--- src/hdl/falc_pkg.sv ---
// Types and constants shared by the fully associative LRU cache modules
`default_nettype none

package falc_pkg;

  localparam int unsigned ADDR_W     = 12;
  localparam int unsigned DATA_W     = 32;
  localparam int unsigned LINE_WORDS = 4;
  localparam int unsigned WORD_W     = 2;
  localparam int unsigned TAG_W      = ADDR_W - WORD_W;
  localparam int unsigned OP_W       = 2;
  localparam int unsigned CNT_W      = 32;
  localparam int unsigned S_TDATA_W  = 48;
  localparam int unsigned M_TDATA_W  = 96;

  typedef enum logic [OP_W-1:0] {
    OP_READ    = 2'd0,
    OP_WRITE   = 2'd1,
    OP_PRELOAD = 2'd2,
    OP_NOP     = 2'd3
  } op_e;

  typedef enum logic [2:0] {
    ST_CLEAR,
    ST_IDLE,
    ST_LOOKUP,
    ST_FILL,
    ST_DRAIN,
    ST_ACCESS,
    ST_DONE
  } state_e;

  typedef struct packed {
    logic take;
    logic lookup;
    logic fill_rd;
    logic access;
    logic load_out;
    logic clr_wr;
  } cmd_t;

  typedef struct packed {
    logic hit;
    logic clr_done;
    logic fill_last;
    logic out_free;
  } status_t;

endpackage

`default_nettype wire

--- src/hdl/falc_ctrl.sv ---
// Sequencer for lookup, line fill, access and result hand-off
`default_nettype none

module falc_ctrl (
  input  wire logic              clk_i,
  input  wire logic              rst_ni,
  input  wire logic              s_tvalid_i,
  input  wire falc_pkg::op_e     op_i,
  input  wire falc_pkg::status_t status_i,
  output logic                   s_tready_o,
  output falc_pkg::cmd_t         cmd_o
);

  import falc_pkg::*;

  state_e state_q, state_d;

  always_ff @(posedge clk_i or negedge rst_ni) begin
    if (!rst_ni) begin
      state_q <= ST_CLEAR;
    end else begin
      state_q <= state_d;
    end
  end

  always_comb begin
    state_d = state_q;
    case (state_q)
      ST_CLEAR: begin
        if (status_i.clr_done) state_d = ST_IDLE;
      end
      ST_IDLE: begin
        if (s_tvalid_i) begin
          if (op_i == OP_READ || op_i == OP_WRITE) state_d = ST_LOOKUP;
          else                                      state_d = ST_ACCESS;
        end
      end
      ST_LOOKUP: begin
        if (status_i.hit) state_d = ST_ACCESS;
        else              state_d = ST_FILL;
      end
      ST_FILL: begin
        if (status_i.fill_last) state_d = ST_DRAIN;
      end
      ST_DRAIN:  state_d = ST_ACCESS;
      ST_ACCESS: state_d = ST_DONE;
      ST_DONE: begin
        if (status_i.out_free) state_d = ST_IDLE;
      end
      default:   state_d = ST_CLEAR;
    endcase
  end

  always_comb begin
    s_tready_o       = (state_q == ST_IDLE);
    cmd_o            = '0;
    cmd_o.take       = (state_q == ST_IDLE) && s_tvalid_i;
    cmd_o.lookup     = (state_q == ST_LOOKUP);
    cmd_o.fill_rd    = (state_q == ST_FILL);
    cmd_o.access     = (state_q == ST_ACCESS);
    cmd_o.load_out   = (state_q == ST_DONE) && status_i.out_free;
    cmd_o.clr_wr     = (state_q == ST_CLEAR);
  end

endmodule

`default_nettype wire

--- config.mk ---
export PLATFORM = sky130hd
export DESIGN_NAME = falc_ctrl
export DESIGN_NICKNAME = d
export VERILOG_FILES = /design/src/hdl/falc_pkg.sv /design/src/hdl/falc_ctrl.sv
export SDC_FILE = /design/constraint.sdc
export NUM_CORES = 1
export LEC_CHECK = 0
export CORE_AREA = 2 2 39 41
export DETAILED_ROUTE_END_ITERATION = 12
export DIE_AREA = 0 0 41 43
export DONT_BUFFER_PORTS = 1
export PLACE_DENSITY_LB_ADDON = 0.2
export SYNTH_ARGS = -nofsm -noshare
export SYNTH_HDL_FRONTEND = slang
export SYNTH_SLANG_ARGS = --single-unit
--- constraint.sdc ---
create_clock -name clk_i -period 1.2 [get_ports clk_i]
set_input_delay 0.06 -clock clk_i [delete_from_list [all_inputs] [get_ports clk_i]]
set_output_delay 0.06 -clock clk_i [all_outputs]
set_load 0.01 [all_outputs]
==> flow_summary_export.csv <==
group,metric,value,unit
clock_network,htree_levels,1,
timing,minimum_hold_slack,0.07969,ns
finish,layout_top_registers,"state_q: 3 flops",
clock_network,cts-buffers-inserted,3,
finish,layout.cells.most_common,"sky130_fd_sc_hd__buf_4",
setup_path,path_cells,"and4bb_4, a31oi_4, nand2_2, mux2_4",
setup_path,cp_data_arrival_time,1.42,ns
power,power.leakage,0.0002503,µW
floorplan,die_area,1763,µm²
timing,setup_viol,6,
logic_synthesis,mappedNetlistArea,299.0,µm²
global_route,grt_usage,12.84,%
logic_synthesis,synth_nets,45,
logic_synthesis,most_area_hungry_cell_type_in_the_yosys_netlist,"sky130_fd_sc_hd__dfrtp_1",
power,p_clk_share,11.1,%
finish,fin_nets,62,
setup_path,worstPathRequired,1.31,ns
timing,worst_slew_slack_as_a_fraction_of_its_limit,84.87,%
setup_path,critical_path_class,"register to register",
power,internal_power,946.0,µW
global_route,antenna_found_initial,0,
finish,antenna_cells,0,
power,proportion_of_power_drawn_by_combinational_gates,74.6,%
setup_path,worst_setup_path_end_kind,"register",
logic_synthesis,yosysUniqueCellTypes,23,
outcome,run_status,"finished with violations",
clock_network,insertion_delay,0.24,ns
global_route,first_pass_grt_wire_length,1490,µm
routing,route.detailed.vias_per_inst,4.779,
finish,instances_no_fill,68,
global_route,vias_in_the_first_global_route,352,
outcome,violations,"negative setup slack",
logic_synthesis,ys_ff_latch,3,
timing,clock_skew,0.004339,ns
routing,num_vias,325,
run,maxCapViolCount,0,
placement,dp_cells,61,
setup_path,sort_of_element_at_the_start_of_the_critical_path,"register",
timing,final_max_slew_viol_count,0,
clock_network,clock-sinks,3,
floorplan,floorplan.io_pins,16,
placement,dp_hpwl,649.5,µm
logic_synthesis,synth.yosys.seq_area_share,25.10,%
global_route,globalRoute.totalOverflow,0,
floorplan,floorplan.core_area,1384,µm²
power,p_switching,683.5,µW
finish,registers.top_by_ff_count,"state_q",
routing,ant_nets,0,
global_route,grt_max_degree,8,
placement,io_buffers,0,
floorplan,floorplan.initialDensity,21.61,%
routing,drt_first_iter_violations,5,
logic_synthesis,cells_after_synth,36,
logic_synthesis,synth_largest_type_area_fraction,25.10,%
timing,postLayoutSetupSlackWorst,-0.1068,ns
clock_network,clkSlewWorstSetupHoldPaths,0.04,ns
power,power.density_cell_area,2900,nW/µm²
clock_network,cts_tree,"yes",
routing,detail_route.first_pass.iterations,4,
logic_synthesis,avgSynthCellArea,8.307,µm²
setup_path,cp_max_fo,4,
clock_network,clockBufferDepth,2,
min_path,hold_class,"primary input to asynchronous set/reset pin",
finish,most-common-layout-cells,"sky130_fd_sc_hd__buf_4, sky130_fd_sc_hd__buf_6, sky130_fd_sc_hd__nor2_1, sky130_fd_sc_hd__clkbuf_4",
clock_network,clock_tree.root_cell,"sky130_fd_sc_hd__clkbuf_4",
timing,timing.final.hold_violations,0,
timing,timing_worst_slew_pin_value,0.2257,ns
floorplan,die_y,43,µm
timing,unrepaired_setup_endpoints_after_global_routing,"true",
routing,detail_routed_net_length_per_standard_cell,12.65,µm
power,max-vdd-ir-drop,1.455,mV
finish,layout-area-overhead-vs-synth,87.87,%
power,swShare,41.94,%
power,seq_power_share,14.3,%
power,finalPower,1629,µW
timing,max_clock_freq,0.7652,GHz
finish,n_fill_cell,147,
timing,layout_worst_path_cycle_share,108.9,%
floorplan,placement_rows,14,
floorplan,die_w,41,µm
setup_path,crit_path_top_delay_cell,"sky130_fd_sc_hd__dfrtp_1",
timing,setup_tns,-0.1952,ns
routing,detail_route.wirelength,860,µm
finish,largest_reg_flops,3,
placement,gp_routability_congestion,0.7753,
logic_synthesis,synth_top_cells_by_area,"sky130_fd_sc_hd__dfrtp_1, sky130_fd_sc_hd__a31oi_4, sky130_fd_sc_hd__nor2_1",
setup_path,worst_path_largest_cell_delay,0.42,ns
logic_synthesis,ys.warnings.count,0,
routing,detail_route.drc_violations,0,
timing,final_period_minus_worst_setup_slack,1.307,ns
finish,post_route_cells_drive_above_1_share,71.15,%
-- cells in the mapped netlist --
cell type / number
sky130_fd_sc_hd__nand2b_1: 2
sky130_fd_sc_hd__buf_6: 1
sky130_fd_sc_hd__nand2_2: 1
sky130_fd_sc_hd__a21bo_1: 1
sky130_fd_sc_hd__and3_1: 1
sky130_fd_sc_hd__o21ai_1: 1
sky130_fd_sc_hd__and2_1: 1
sky130_fd_sc_hd__a31oi_4: 1
sky130_fd_sc_hd__nand3_2: 1
sky130_fd_sc_hd__o21ai_0: 1
sky130_fd_sc_hd__dfrtp_1: 3
sky130_fd_sc_hd__and2b_2: 1
sky130_fd_sc_hd__inv_1: 1
sky130_fd_sc_hd__nor3_1: 2
sky130_fd_sc_hd__nor3b_1: 2
sky130_fd_sc_hd__and4bb_4: 1
sky130_fd_sc_hd__nor2_1: 5
sky130_fd_sc_hd__o21bai_1: 1
sky130_fd_sc_hd__buf_2: 2
sky130_fd_sc_hd__mux2_4: 1
sky130_fd_sc_hd__nand3_1: 1
sky130_fd_sc_hd__nand2_1: 4
sky130_fd_sc_hd__a21oi_1: 1
-- worst max-delay path, delay by kind of cell, from the launching register on --
family / cells / cell delay (ns)
muxes: 1 / 0.29
DFF: 1 / 0.42
AOI/OAI and AO/OA: 1 / 0.15
and+or+nand+nor: 2 / 0.32
-- area by class of cell --
cell class	count	area, µm²	share of cell area, %
Multi-Input combinational cell	29	282.8	50.33
Inverter	1	6.256	1.114
Timing Repair Buffer	15	150.1	26.73
Sequential cell	3	76.32	13.59
Clock buffer	4	26.28	4.677
Tap cell	16	20.02	3.563
-- path summary, 6_finish.rpt --
kind	from	end	slack [ns]	depth (start not counted)
max	state_q[1]	state_q[0]	-0.11	4
min	rst_ni	state_q[1]	0.08	1
max reg2reg	state_q[1]	state_q[0]	-0.11	4
min reg2reg	state_q[2]	state_q[1]	0.73	3
max in group asynchronous	rst_ni	state_q[2]	0.95	1
min in group clk_i	op_i[1]	state_q[0]	0.09	3
-- power by group through the flow --
stage	combinational [µW]	sequential [µW]	clock, µW
detailed placement	852	221	0
global placement	844	219	0
CTS	1060	233	181
global route	1310	243	193
floorplan	553	180	0
finish	1220	234	180
-- repair_timing --
| item | CTS | global route |
|---|---|---|
| hold endpoints to repair | 3 | 0 |
| buffers inserted | 2 | 0 |
| endpoints found under the setup margin | 8 | 9 |
| pin swaps | 3 | 2 |
| gates cloned | 0 | 0 |
| hold buffers | 1 | 0 |
| resized for setup | 16 | 12 |
-- logic make-up after synthesis --
group           count (synthesis)  share of synthesized area [%]
buf+inv                         4                          8.367
simple gates                   22                          43.52
compound gates                  6                          17.99
mux                             1                          5.019
flops                           3                          25.10
-- per-stage QoR --
stage          utilization (%)  area [µm²]  worst slack, ns
6_report                 40.60       561.8          -0.1068
4_1_cts                  36.80       509.2         -0.09937
3_5_place_dp             28.93       400.4         -0.09449
2_1_floorplan                -       299.0         -0.09588
3_3_place_gp             28.93       400.4         -0.07586
5_1_grt                  40.60       561.8          -0.1484
-- routing by layer --
layer | wire, µm | global-route usage (%) | vias up | part of all wire (%)
li1 | - | - | 156 | -
met1 | 322 | 14.10 | 155 | 37
met2 | 475 | 19.38 | 12 | 55
met3 | 49 | 3.665 | 2 | 5.7
met4 | 12 | 10.00 | 0 | 1.4
met5 | 0 | 0 | - | 0
(Power assumes the default switching activity.)
